<file path="src/rtl/core/stsb_pkg.sv">
`default_nettype none

package stsb_pkg;

	localparam int DATA_W = 32;
	localparam int IDX_W  = 10;
	localparam int CNT_W  = 11;

	localparam int APB_ADDR_W = 3;
	localparam int APB_DATA_W = 32;

	typedef logic               opcode_t;
	typedef logic [IDX_W-1:0]   index_t;
	typedef logic signed [DATA_W-1:0] value_t;
	typedef logic [CNT_W-1:0]   count_t;

	localparam opcode_t OP_WRITE  = 1'b0;
	localparam opcode_t OP_SEARCH = 1'b1;

	// Register index of entries_in_use in the configuration map.
	localparam logic REG_ENTRIES_IN_USE = 1'b0;

endpackage

`default_nettype wire

</file>
<file path="src/rtl/core/stsb_apb.sv">
`default_nettype none

module stsb_apb (
	input  wire logic                                clk,
	input  wire logic                                arst_n,
	input  wire logic                                psel,
	input  wire logic                                penable,
	input  wire logic                                pwrite,
	input  wire logic [stsb_pkg::APB_ADDR_W-1:0]     paddr,
	input  wire logic [stsb_pkg::APB_DATA_W-1:0]     pwdata,
	output logic      [stsb_pkg::APB_DATA_W-1:0]     prdata,
	output logic                                     pready,
	output stsb_pkg::count_t                         entries_in_use
);

	stsb_pkg::count_t count_q;
	logic             reg_sel;

	assign pready  = 1'b1;
	// Registers are 4 bytes apart; the low address bits do not matter.
	assign reg_sel = (paddr[2] == stsb_pkg::REG_ENTRIES_IN_USE);

	always_ff @(posedge clk or negedge arst_n) begin
		if (!arst_n) begin
			count_q <= '0;
		end else if (psel && penable && pwrite && pready && reg_sel) begin
			count_q <= pwdata[stsb_pkg::CNT_W-1:0];
		end
	end

	always_comb begin
		prdata = '0;
		if (reg_sel) begin
			prdata[stsb_pkg::CNT_W-1:0] = count_q;
		end
	end

	assign entries_in_use = count_q;

endmodule

`default_nettype wire

</file>
<file path="config.mk">
export PLATFORM = sky130hd
export DESIGN_NAME = stsb_apb
export DESIGN_NICKNAME = d
export VERILOG_FILES = /design/src/rtl/core/stsb_pkg.sv /design/src/rtl/core/stsb_apb.sv
export SDC_FILE = /design/constraint.sdc
export NUM_CORES = 1
export LEC_CHECK = 0
export ABC_AREA = 1
export BUFFER_PORTS_ARGS = -buffer_cell sky130_fd_sc_hd__buf_2
export CAP_MARGIN = 30
export CORE_ASPECT_RATIO = 0.7
export CORE_MARGIN = 2
export CORE_UTILIZATION = 35
export DETAILED_ROUTE_END_ITERATION = 7
export MAX_ROUTING_LAYER = met4
export PLACE_DENSITY_LB_ADDON = 0.12
export SYNTH_ARGS = -nofsm -noshare
export SYNTH_HDL_FRONTEND = slang
export SYNTH_SLANG_ARGS = --single-unit
</file>
<file path="constraint.sdc">
create_clock -name clk -period 1.7 [get_ports clk]
set_clock_uncertainty 0.15 [all_clocks]
set_input_delay 0 -clock clk [delete_from_list [all_inputs] [get_ports clk]]
set_output_delay 0 -clock clk [all_outputs]
set_load 0.01 [all_outputs]
</file>
Word-level counts from Yosys, hierarchy flattened --
Index checks and enable logic that the tools add are counted.
Operators by class: muxes and demuxes 1, bitwise operators 1, reduce and logical (&&, ||, !) cells 3
Operator list (count):
- $mux W11 | 1
- $logic_and A1 B1 Y1 | 3
- $not A1 Y1 | 1
Storage, ports and cells: bits in registers 11, input bits 40, output and inout port bits 44, word-level logic and storage cells 6

Logic depth before layout (Yosys ltp) --
word-level depth 3, depth in mapped cells 6, gate-level depth less buffers 5

Worst setup path after synthesis --
Ideal clock, no wire load.
kind register -> register, from register, netlist name entries_in_use[0], to register count_q[0], in the netlist entries_in_use[0], library setup time 117 ps, data arrival time 512 ps, required time 1433 ps, path slack 921 ps, cell stages (with the launch flop) 3, buffers on the path 0, period minus slack after synthesis 779 ps, cell sequence dfrtp_1 -> nand2_1 -> nand2_1
RTL lines:
- end signal, assigned | line stsb_apb.sv:27 | count_q <= pwdata[stsb_pkg::CNT_W-1:0];
- end, declared | line stsb_apb.sv:16 | stsb_pkg::count_t count_q;

==> metrics.txt <==
CP endpoint kind=asynchronous set/reset pin; cell-internal power=~0.52 mW; CP max-delay cell=dlygate4sd3_1; Final Critical Period=around 1.2 ns; Buffers on Ports=38; chip width=between 50 and 60 um; Final Max Slew Viols=0; antenna cells=0; outcome=complete, no violations; first-pass GRT wire length=2.484 mm; Via density=3.878; unrepaired setup endpoints after global routing=no; Hold Slack=a little under 0.08 ns; Worst-path clk slew=about 0.07 ns; sequential power share=43.5%; mux contribution to synthesized area=0%; max FFs per register=11; Multi-input gate area=between 200 and 300 sq um; DP Wirelength=~1.1 mm; vias=roughly 670; commonest non-fill, non-tap cell in the layout=buf_2; worst-skew pair later-pin latency=0.27 ns; CTS tree=yes; Pwr Density=809.0 nW/um^2; Yosys reg bits=11; # nets final=191; DR WL/cell=between 9 and 10 um; Power Total=roughly 0.80 mW; largest net degree at the start of global routing=13; First-pass DRT Iterations=2; die area=2436 sq um; # fillers=206; Initial Utilization=37.74%; core box area=around 1900 sq um; Overall Global Routing Usage=between 10 and 15%; Congestion Overflow GR=0; Setup Crit Path Kind=in2async; share of layout cells above drive strength 1=29.33%; Yosys top cell area share=38.33%; post-synth top area cell=dfrtp_1; root buf cell=clkbuf_4; Die H=between 40 and 50 um; HP Class=in2reg; maximum clock insertion buffer count=2; Comb power frac=approximately 34%; Post-Syn Area=718.2 sq um; routability cong.=about 0.65; initial antenna violation count=0; WP buf/inv=3; critical path peak fanout=11; Synth cell types=10; Final Hold Viols=0; DRT Wirelength=between 1.5 and 2 mm; htree depth=1; simple-gate share of the synthesized area=between 20% and 30%; Syn. warnings=0; Mapped Cells=99; Synth Area in Compound Gates=0%; register area share after synthesis=about two fifths; Post-CTS Setup Bufs=0; startpoint types=input port; Syn Area/Cell=~7.3 sq um; clk sinks=11; Peak supply drop=around 0.54 mV; setup_tns=0 ns; vias in the first global route=between 500 and 600; switching pwr=~0.28 mW; area grow syn2layout=37.63%; CP Data Required Time=~1.9 ns; total of max-cap violations=0; CP delay by family, top=buffers and inverters; clock share of power=22.3%; antenna-violating nets left=0; Rows=13; 1st-iter DRT viols=3; slack of the worst reg-to-reg path=~0.89 ns; synth top area cells=dfrtp_1 38%, buf_4 24%, nand2_1 13%; TritonCTS Buffers=3; most used cell along the critical path=dlygate4sd3_1; # DRC=0; switch share=a little over a third; Final Cycle Share=between 70% and 80%; fmax=roughly 0.81 GHz; crit-path cells=dlygate4sd3_1 > buf_2 > dlygate4sd3_1; Setup-failing EPs final=0; main combinational cell family by area after synthesis=buffers and inverters; I/O pins=84; FF+latch area=275.3 sq um; post-synthesis adder-cell area fraction=0%; post-synthesis xor/xnor area fraction=0%; Largest stage delay, worst path=~0.86 ns; most frequent cells in the layout=38 x buf_2, 24 x nand2_1, 22 x conb_1; CP arrival=~1.5 ns; Leakage=0.6280 nW
synth_stat cells:
cell / number
nor2_1: 11
nand2_1: 24
buf_4: 23
conb_1: 2
inv_1: 13
nand3_1: 11
nor2_2: 1
buf_6: 1
dfrtp_1: 11
buf_2: 2
worst register-to-register path: cells and delay by family (launching register included):
family,cells,cell delay [ns]
AND/OR/NAND/NOR,2,0.14
flip-flops,1,0.40
path summary, 6_finish.rpt:
| path | startpoint | to | cells past startpoint |
|---|---|---|---|
| min in group asynchronous | arst_n | entries_in_use[3]$_DFFE_PN0P_ | 3 |
| worst min-delay path | psel | entries_in_use[3]$_DFFE_PN0P_ | 6 |
| max in group clk | entries_in_use[0]$_DFFE_PN0P_ | prdata[0] | 3 |
| worst min register to register | entries_in_use[5]$_DFFE_PN0P_ | entries_in_use[5]$_DFFE_PN0P_ | 2 |
| worst max-delay path | arst_n | entries_in_use[4]$_DFFE_PN0P_ | 3 |
| worst max register to register | entries_in_use[4]$_DFFE_PN0P_ | entries_in_use[4]$_DFFE_PN0P_ | 2 |
layer usage:
layer  GRT usage [%]  part of all wire (%)
met2           22.73                    50
met1           16.57                    42
met5               -                     0
met4           2.791                     0
met3           6.542                   8.5
area by class of cell:
type,count,area share [%]
Inverter,13,4.937
Timing Repair Buffer,53,33.92
Tap cell,22,2.785
Multi-Input combinational cell,69,27.85
Sequential cell,11,27.85
Clock buffer,4,2.658
kinds of logic (layout without fill, tap and decap cells):
family,count (synthesis),in the layout
other,2,22
buffers and inverters,39,70
flip-flops,11,11
AND/OR/NAND/NOR,47,47
metrics by stage:
| step | setup slack [ns] | area (sq um) | cells | utilization, % |
|---|---|---|---|---|
| after floorplan | 0.9213 | 793.3 | 119 | - |
| after global placement | 0.6299 | 832.0 | 155 | 43.72 |
| after detailed placement | 0.6158 | 832.0 | 155 | 43.72 |
| after CTS | 0.4259 | 988.4 | 172 | 51.94 |
| after global routing | 0.3150 | 988.4 | 172 | 51.94 |
| final | 0.4640 | 988.4 | 172 | 51.94 |
power by group through the flow:
stage	logic [mW]	clock network [mW]	registers (mW)
after CTS	0.277	0.185	0.349
after global placement	0.250	0	0.350
after global routing	0.310	0.208	0.355
after floorplan	0.156	0	0.373
after detailed placement	0.253	0	0.352
final	0.274	0.178	0.348
what timing repair did:
| action | CTS | global route |
|---|---|---|
| endpoints found under the hold margin | 22 | 0 |
| setup endpoints to repair | 0 | 0 |
| resized for setup | 0 | 0 |
| hold buffers | 13 | 0 |
(Power assumes the default switching activity.)
