### src/rtl/core/stsb_pkg.sv
`default_nettype none

package stsb_pkg;

	localparam int DATA_W = 32;
	localparam int IDX_W  = 10;
	localparam int CNT_W  = 11;

	localparam int APB_ADDR_W = 3;
	localparam int APB_DATA_W = 32;

	typedef logic               opcode_t;
	typedef logic [IDX_W-1:0]   index_t;
	typedef logic signed [DATA_W-1:0] value_t;
	typedef logic [CNT_W-1:0]   count_t;

	localparam opcode_t OP_WRITE  = 1'b0;
	localparam opcode_t OP_SEARCH = 1'b1;

	// Register index of entries_in_use in the configuration map.
	localparam logic REG_ENTRIES_IN_USE = 1'b0;

endpackage

`default_nettype wire

### src/rtl/core/stsb_if.sv
`default_nettype none

interface stsb_req_if;
	logic              valid;
	logic              ready;
	stsb_pkg::opcode_t opcode;
	stsb_pkg::index_t  entry_index;
	stsb_pkg::value_t  data_value;

	modport source (output valid, output opcode, output entry_index, output data_value,
		input ready);
	modport sink (input valid, input opcode, input entry_index, input data_value,
		output ready);
endinterface

interface stsb_rsp_if;
	logic             valid;
	logic             ready;
	logic             found;
	stsb_pkg::index_t position;

	modport source (output valid, output found, output position, input ready);
	modport sink (input valid, input found, input position, output ready);
endinterface

`default_nettype wire

### src/rtl/core/stsb_search.sv
`default_nettype none

module stsb_search #(
	parameter int TABLE_DEPTH = 1024,
	parameter int AW          = $clog2(TABLE_DEPTH),
	parameter int CW          = $clog2(TABLE_DEPTH + 1)
) (
	input  wire logic             clk,
	input  wire logic             arst_n,
	stsb_req_if.sink              req,
	stsb_rsp_if.source            rsp,
	input  wire stsb_pkg::count_t entries_in_use,
	output logic                  wr_en,
	output logic [AW-1:0]         wr_addr,
	output stsb_pkg::value_t      wr_data,
	output logic [AW-1:0]         rd_addr,
	input  wire stsb_pkg::value_t rd_data
);

	localparam int IDX_W = stsb_pkg::IDX_W;

	localparam logic [2:0] ST_IDLE  = 3'd0;
	localparam logic [2:0] ST_PROBE = 3'd1;
	localparam logic [2:0] ST_CMP   = 3'd2;
	localparam logic [2:0] ST_CHK   = 3'd3;
	localparam logic [2:0] ST_DONE  = 3'd4;

	logic [2:0]       state_q;
	logic [CW-1:0]    lo_q;
	logic [CW-1:0]    hi_q;
	logic [CW-1:0]    n_q;
	logic [AW-1:0]    mid_q;
	stsb_pkg::value_t key_q;
	logic             hit_q;
	logic             out_valid_q;
	logic             found_q;
	stsb_pkg::index_t position_q;

	logic             accept;
	logic [CW-1:0]    n_c;
	logic [CW-1:0]    mid_c;
	logic             out_free;

	assign req.ready = (state_q == ST_IDLE);
	assign accept    = req.valid && req.ready;
	assign out_free  = !out_valid_q || rsp.ready;

	// Counts above the table depth cover the whole table.
	assign n_c = (32'(entries_in_use) > 32'(TABLE_DEPTH)) ? CW'(TABLE_DEPTH)
		: CW'(entries_in_use);

	assign mid_c = lo_q + ((hi_q - lo_q) >> 1);

	// Writes go straight to the table; out-of-range indexes are dropped.
	assign wr_en   = accept && (req.opcode == stsb_pkg::OP_WRITE)
		&& (32'(req.entry_index) < 32'(TABLE_DEPTH));
	assign wr_addr = AW'(req.entry_index);
	assign wr_data = req.data_value;

	assign rd_addr = (state_q == ST_PROBE && lo_q < hi_q) ? AW'(mid_c) : AW'(lo_q);

	always_ff @(posedge clk or negedge arst_n) begin
		if (!arst_n) begin
			state_q     <= ST_IDLE;
			out_valid_q <= 1'b0;
		end else begin
			// A new result may replace the one leaving in the same cycle.
			if (state_q == ST_DONE && out_free) begin
				out_valid_q <= 1'b1;
			end else if (rsp.valid && rsp.ready) begin
				out_valid_q <= 1'b0;
			end
			unique case (state_q)
				ST_IDLE: begin
					if (accept && req.opcode == stsb_pkg::OP_SEARCH) begin
						state_q <= ST_PROBE;
					end
				end
				ST_PROBE: begin
					if (lo_q < hi_q) begin
						state_q <= ST_CMP;
					end else if (lo_q < n_q) begin
						state_q <= ST_CHK;
					end else begin
						state_q <= ST_DONE;
					end
				end
				ST_CMP: begin
					state_q <= ST_PROBE;
				end
				ST_CHK: begin
					state_q <= ST_DONE;
				end
				ST_DONE: begin
					if (out_free) begin
						state_q <= ST_IDLE;
					end
				end
				default: begin
					state_q <= ST_IDLE;
				end
			endcase
		end
	end

	always_ff @(posedge clk) begin
		unique case (state_q)
			ST_IDLE: begin
				if (accept) begin
					key_q <= req.data_value;
					n_q   <= n_c;
					lo_q  <= '0;
					hi_q  <= n_c;
					hit_q <= 1'b0;
				end
			end
			ST_PROBE: begin
				mid_q <= AW'(mid_c);
				hit_q <= 1'b0;
			end
			ST_CMP: begin
				if (rd_data < key_q) begin
					lo_q <= CW'(mid_q) + CW'(1);
				end else begin
					hi_q <= CW'(mid_q);
				end
			end
			ST_CHK: begin
				hit_q <= (rd_data == key_q);
			end
			ST_DONE: begin
				if (out_free) begin
					found_q    <= hit_q;
					position_q <= hit_q ? IDX_W'(lo_q) : '0;
				end
			end
			default: begin
			end
		endcase
	end

	assign rsp.valid    = out_valid_q;
	assign rsp.found    = found_q;
	assign rsp.position = position_q;

endmodule

`default_nettype wire

### src/flat_wrapper.sv
// flat-port wrapper written by rule: the top's interface ports become plain ports
module stsb_search_flat 
#(
	parameter int TABLE_DEPTH = 1024,
	parameter int AW          = $clog2(TABLE_DEPTH),
	parameter int CW          = $clog2(TABLE_DEPTH + 1)
)
  (clk, arst_n, entries_in_use, wr_en, wr_addr, wr_data, rd_addr, rd_data, req_valid, req_opcode, req_entry_index, req_data_value, req_ready, rsp_valid, rsp_found, rsp_position, rsp_ready);
  stsb_req_if req_i ();
  stsb_rsp_if rsp_i ();
  input  wire logic clk;
  input  wire logic arst_n;
  input  wire stsb_pkg::count_t entries_in_use;
  output logic wr_en;
  output logic [AW-1:0] wr_addr;
  output stsb_pkg::value_t wr_data;
  output logic [AW-1:0] rd_addr;
  input  wire stsb_pkg::value_t rd_data;
  input wire logic [$bits(req_i.valid)-1:0] req_valid;
  input wire logic [$bits(req_i.opcode)-1:0] req_opcode;
  input wire logic [$bits(req_i.entry_index)-1:0] req_entry_index;
  input wire logic [$bits(req_i.data_value)-1:0] req_data_value;
  output wire logic [$bits(req_i.ready)-1:0] req_ready;
  output wire logic [$bits(rsp_i.valid)-1:0] rsp_valid;
  output wire logic [$bits(rsp_i.found)-1:0] rsp_found;
  output wire logic [$bits(rsp_i.position)-1:0] rsp_position;
  input wire logic [$bits(rsp_i.ready)-1:0] rsp_ready;
  assign req_i.valid = req_valid;
  assign req_i.opcode = req_opcode;
  assign req_i.entry_index = req_entry_index;
  assign req_i.data_value = req_data_value;
  assign req_ready = req_i.ready;
  assign rsp_valid = rsp_i.valid;
  assign rsp_found = rsp_i.found;
  assign rsp_position = rsp_i.position;
  assign rsp_i.ready = rsp_ready;
  stsb_search #(.TABLE_DEPTH(TABLE_DEPTH), .AW(AW), .CW(CW)) u_core (.clk(clk), .arst_n(arst_n), .req(req_i), .rsp(rsp_i), .entries_in_use(entries_in_use), .wr_en(wr_en), .wr_addr(wr_addr), .wr_data(wr_data), .rd_addr(rd_addr), .rd_data(rd_data));
endmodule
### config.mk
export PLATFORM = sky130hd
export DESIGN_NAME = stsb_search_flat
export DESIGN_NICKNAME = d
export VERILOG_FILES = /design/src/rtl/core/stsb_pkg.sv /design/src/rtl/core/stsb_if.sv /design/src/rtl/core/stsb_search.sv /design/src/flat_wrapper.sv
export SDC_FILE = /design/constraint.sdc
export NUM_CORES = 1
export LEC_CHECK = 0
export ABC_AREA = 1
export BUFFER_PORTS_ARGS = -buffer_cell sky130_fd_sc_hd__buf_4
export CORE_ASPECT_RATIO = 1.1
export CORE_MARGIN = 2
export CORE_UTILIZATION = 50
export DETAILED_ROUTE_END_ITERATION = 8
export GPL_TIMING_DRIVEN = 0
export PLACE_DENSITY = 0.76
export SKIP_CTS_REPAIR_TIMING = 1
export SYNTH_ARGS = -nofsm -noshare
export SYNTH_HDL_FRONTEND = slang
export SYNTH_SLANG_ARGS = --single-unit
### constraint.sdc
create_clock -name clk -period 8.35 [get_ports clk]
set_input_delay 1.67 -clock clk [delete_from_list [all_inputs] [get_ports clk]]
set_output_delay 1.67 -clock clk [all_outputs]
set_load 0.05 [all_outputs]
### After elaboration in Yosys (flattened, before gate mapping)

Cells that the tools add are included.

* add/subtract/negate cells: 3
* $lt $le $gt $ge: 4
* eq/ne operators: 10
* muxes and demuxes: 17
* bitwise gates (word level): 1
* reduce and logical (&&, ||, !) cells: 18

Operators with widths (count)
* 11-bit 2-to-1 mux: 5
* 11-bit case mux with 2 select lines: 2
* 32-bit == test: 1
* 32-bit < comparator: 1
* 11-bit < comparator: 2
* 3-bit case mux with 5 select lines: 1
* 3-bit 2-to-1 mux: 4
* 10-bit by 1-bit adder with 11-bit output (second input constant): 1
* 11-bit greater-than comparator (second input constant): 1
* 11-bit subtractor: 1
* 10-bit adder: 1
* 10-bit 2-to-1 mux: 1
* 2-bit AND reduction: 4
* 3-bit by 2-bit == test with 1-bit output (second input constant): 2
* 1-bit logical AND: 6
* 2-bit != test (second input constant): 3
* 3-bit AND reduction: 2
* 2-bit by 1-bit != test with 1-bit output (second input constant): 2
* 2-bit nonzero test: 2
* 3-bit by 1-bit == test with 1-bit output (second input constant): 1
* 3-bit == test (second input constant): 1
* 3-bit zero test: 1
* 1-bit 2-to-1 mux: 3
* 1-bit case mux with 3 select lines: 1
* 4 further kinds: 4

* bits in registers: 91
* input port bits: 90
* output and inout bits: 66
* word-level logic and storage cells: 63

### Logic depth before layout (Yosys ltp)

* depth after elaboration: 5
* gate-level depth with buffers: 18
* depth with buffers taken out: 18

### Worst setup path after synthesis

Ideal clock, no wire load.

* path type: register to output
* start: register u_core.lo_q[2]
* end: output rd_addr[7]
* arrival time: 2924 ps
* data required time: 6680 ps
* path slack: 3756 ps
* cell stages (with the launch flop): 16
* buffers on the path: 0
* cells stage by stage: edfxtp_1 > inv_1 > ha_1 > a21oi_1 > o21ai_2 > a21boi_0 > o21ai_0 > xor2_1 > ha_1 > inv_1 > o21bai_1 > a21oi_1 > nand2_1 > xor2_1 > nand2_1 > o21ai_0

* word-level cells in the longest chain between the ends: 3
* elaborated cells between the ends (all ways): 5
* classes of those cells: add/sub (2); order compare (1); mux (1); reduce/logical (1)

Ends and longest elaborated chain
* start, declared: RTL line stsb_search.sv:29 `logic [CW-1:0] lo_q;`
* start signal, assigned: RTL line stsb_search.sv:123 `lo_q <= CW'(mid_q) + CW'(1);`
* 11-bit subtractor: RTL line stsb_search.sv:52 `assign mid_c = lo_q + ((hi_q - lo_q) >> 1);`
* 10-bit adder (*): RTL line stsb_search.sv:52
* net u_core.mid_c[7]: RTL line stsb_search.sv:41 `logic [CW-1:0] mid_c;`
* 10-bit 2-to-1 mux (*): RTL line stsb_search.sv:60 `assign rd_addr = (state_q == ST_PROBE && lo_q < hi_q) ? AW'(mid_c) : AW'(lo_q);`
* end, declared: RTL line flat_wrapper.sv:17 `output logic [AW-1:0] rd_addr;`

The timed path passes the listed nets; every way through them passes the cells marked *.

### Worst setup path in the final report

* start: register u_core.lo_q[2]
* end: output rd_addr[9]

* word-level cells in the longest chain between the ends: 3
* elaborated cells between the ends (all ways): 5
* classes of those cells: add/sub (2); order compare (1); mux (1); reduce/logical (1)

Ends and longest elaborated chain (RTL line)
* 11-bit subtractor / 11-bit < comparator (equally long branches): stsb_search.sv:52, stsb_search.sv:60
* 10-bit adder / 1-bit logical AND (equally long branches): stsb_search.sv:52, stsb_search.sv:60
* 10-bit 2-to-1 mux (*): stsb_search.sv:60

Every way passes the cells marked *; elsewhere a longest branch is shown, timed or not.

==> flow_summary.ini <==
[routing]
dr.first_iter.drc_count = 240
post-route-drc-count = 0
total_via_count_in_the_routed_design = 4721
routed_wire_length_per_instance_microns = 14.06
postRouteAntennaNets = 0
drt-pass1-iter-count = 4
vias_per_cell = 4.938
wirelength_microns = 13440

[worst_setup_path]
critPathMostFrequentCell = sky130_fd_sc_hd__nand2_1
worst-endpoint-required_ns = 6.68
worst_path_dominant_cell_family = compound AO/OA/AOI/OAI gates
critical_path.n_buffers_inverters = 3
critPathMaxFanout = 5
critPathArrivalTime_ns = 3.57
crit_chain = inv_1 -> ha_1 -> nand2_2 -> o21ai_2 -> a21boi_0 -> o21ai_0 -> xor2_1 -> ha_1 -> inv_1 -> o21bai_1 -> a21oi_1 -> nand2_1 -> nand2_1 -> nand2_1 -> nand3_1 -> nand3_2 -> o21ai_2 -> buf_4
start_kind = flop
cpMaxStageDelayCell = sky130_fd_sc_hd__edfxtp_1
worst_setup_path_end_kind = primary output
timing.critical_path.slowest_cell_delay_ns = 0.46
start_to_end_type_of_the_worst_setup_path = flop to primary output

[synth]
yosysWarnings = 0
synthDistinctLibCells = 32
synth_enable_flop_cells = 87
synth-seq-area-share = 0.4637
netlist_instances = 645
synth_top_cell_area_share = 0.4466
synth.ff_latch_count = 91
synth_top_flop_cell = sky130_fd_sc_hd__edfxtp_1
synth.area.top_cells = sky130_fd_sc_hd__edfxtp_1, sky130_fd_sc_hd__ha_1, sky130_fd_sc_hd__nand2_1, sky130_fd_sc_hd__inv_1, sky130_fd_sc_hd__buf_4
most_frequently_used_cell_type_in_the_post_synthesis_netlist = sky130_fd_sc_hd__nand2_1
synth.cells.most_frequent = sky130_fd_sc_hd__nand2_1, sky130_fd_sc_hd__inv_1, sky130_fd_sc_hd__edfxtp_1
mappedNetlistNets = 800
postSynth.asyncResetShare = 0.04396
synth_area_per_cell_sq_um = 9.069
netlist_area_sq_um = 5849
netlist.top_cell.by_area = sky130_fd_sc_hd__edfxtp_1

[place]
detailedPlace.worstSlack_ns = 3.488
routabilityCongestion = 0.8788
dpl-instance-area_sq_um = 7126
placed_cells = 940
portBuffers = 145
hpwl_microns = 11090

[grt]
gr-usage-all-layers = 0.2207
globalRoute.totalOverflow = 0
vias_in_the_first_global_route = 4678
grt_pass1_wl_microns = 21620
grt_start_max_net_pins = 44
grt_antenna_before_repair = 0

[power_and_ir_drop]
vdd.ir_drop.worst_mv = 0.6155
share_clk_of_total_power = 0.125
pwr_density_cell_nw_per_um2 = 424.4
internal-power_mw = 1.627
power.leakage_nw = 3.756
p_switching_mw = 1.519
share_seq_of_total_power = 0.275
share_comb_of_total_power = 0.600
total_power_mw = 3.146
switching_share_of_power = 0.4828

[clocking]
clk_root_buffer_cell = sky130_fd_sc_hd__clkbuf_16
insertion_delay_ns = 0.34
cts_buffers = 9
clock_tree_from_tritoncts = done
cts-htree-levels = 3
clkSlewWorstSetupHoldPaths_ns = 0.06
clock-sinks = 91
cts-root-to-sink-buffers = 2

[hold_path]
holdCritPathClass = flop to flop

[timing]
slew_viol_final = 0
fmax_ghz = 0.1908
clock_skew_ns = 0.008898
setup_repair_after_global_routing_missed_its_margin = no
timing.final.crit_period_ns = 5.241
finalSetupViolations = 0
post-route-worst-setup-slack_ns = 3.109
relative_max_transition_margin = 0.3735
hold_viol_final = 0
timing.setup.tns_ns = 0
worstMarginPinSlew_ns = 0.9362
period_share = 0.6277
hold-worst-slack_ns = 0.4850

[floorplan]
ios = 156
start_util = 0.5113
die_x_microns = 107.1
dieHeight_microns = 117.4
placeableCoreArea_sq_um = 11440
row_count = 41
die_area_sq_um = 12580

[cells_and_area]
non_filler_instance_count_after_layout = 956
number_of_diodes_added_for_antenna_fixing = 0
nets = 956
nFillCells = 915
final_layout_size_suffix_gt1_frac = 0.2618
final_design_area_no_fill_sq_um = 7412
layout.core_utilization = 0.6479
area_growth_pct = 26.72

[outcome]
outcome = complete, no violations

[job]
timing.max_cap.violations = 0
placed cells by master, fill, tap and decap left out, drive strengths merged, types with 13 or more instances in the layout:
| cell | instances |
|---|---|
| inv | 122 |
| nand3 | 20 |
| a21oi | 36 |
| clkbuf | 16 |
| buf | 189 |
| edfxtp | 87 |
| o21ai | 30 |
| nor2 | 53 |
| ha | 63 |
| xor2 | 13 |
| nand2 | 130 |
cell type report:
cell class	count	area [sq um]	share of cell area
plain buffers	49	352.8	0.04760
clock buffers	11	232.7	0.03140
clock inverters	5	53.80	0.007259
inverters	122	457.9	0.06178
multi-input cells	383	2326	0.3138
flip-flops and latches	91	2713	0.3660
well taps	150	187.7	0.02532
repair buffers	145	1089	0.1469
path summary, 6_finish.rpt:
kind,slack [ns],cells after the start,end,start
min in group asynchronous,1.12,1,u_core.state_q[0],arst_n
setup reg to reg,5.07,16,u_core.mid_q[9],u_core.lo_q[2]
hold reg to reg,0.49,0,u_core.rsp.found,u_core.hit_q
setup / recovery,3.11,18,rd_addr[9],u_core.lo_q[2]
hold / removal,0.49,0,u_core.rsp.found,u_core.hit_q
max in group asynchronous,7.12,1,u_core.rsp.valid,arst_n
power by group through the flow:
stage | logic (mW) | registers, mW | clock network [mW]
finish | 1.89 | 0.865 | 0.395
global route | 2.10 | 0.877 | 0.419
CTS | 1.89 | 0.864 | 0.399
detailed placement | 1.86 | 0.873 | 0
global placement | 1.80 | 0.869 | 0
floorplan | 1.35 | 0.870 | 0
per-layer routing:
layer / share of wire / track usage / up-vias / wire [microns]
met1: 0.39 / 0.2596 / 2133 / 5254
met5: 0 / 0 / - / 0
li1: - / - / 2376 / -
met4: 0.025 / 0.07630 / 0 / 342
met3: 0.074 / 0.05781 / 27 / 996
met2: 0.51 / 0.3857 / 185 / 6851
cells by family after synthesis:
kind of cell | share of synthesized area
compound gates | 0.07252
flops | 0.4637
buf+inv | 0.1386
simple gates | 0.1596
fa+ha+maj | 0.1416
xor+xnor | 0.02396
worst reg2reg max path, delay by kind of cell (launching register included):
family / cells / cell delay, ns
buffers and inverters: 2 / 0.17
adder cells (fa/ha/maj): 2 / 0.71
XOR/XNOR: 1 / 0.17
flip-flops: 1 / 0.46
AND/OR/NAND/NOR: 5 / 0.55
AO/OA/AOI/OAI: 6 / 0.99
registers in the layout, indices dropped and copies added (netlist names):
register,count
u_core.hi_q,11
u_core.lo_q,11
u_core.rsp.valid,1
u_core.key_q,32
u_core.rsp.position,10
u_core.state_q,3
u_core.n_q,11
u_core.hit_q,1
u_core.rsp.found,1
u_core.mid_q,10
(Power assumes the default switching activity.)
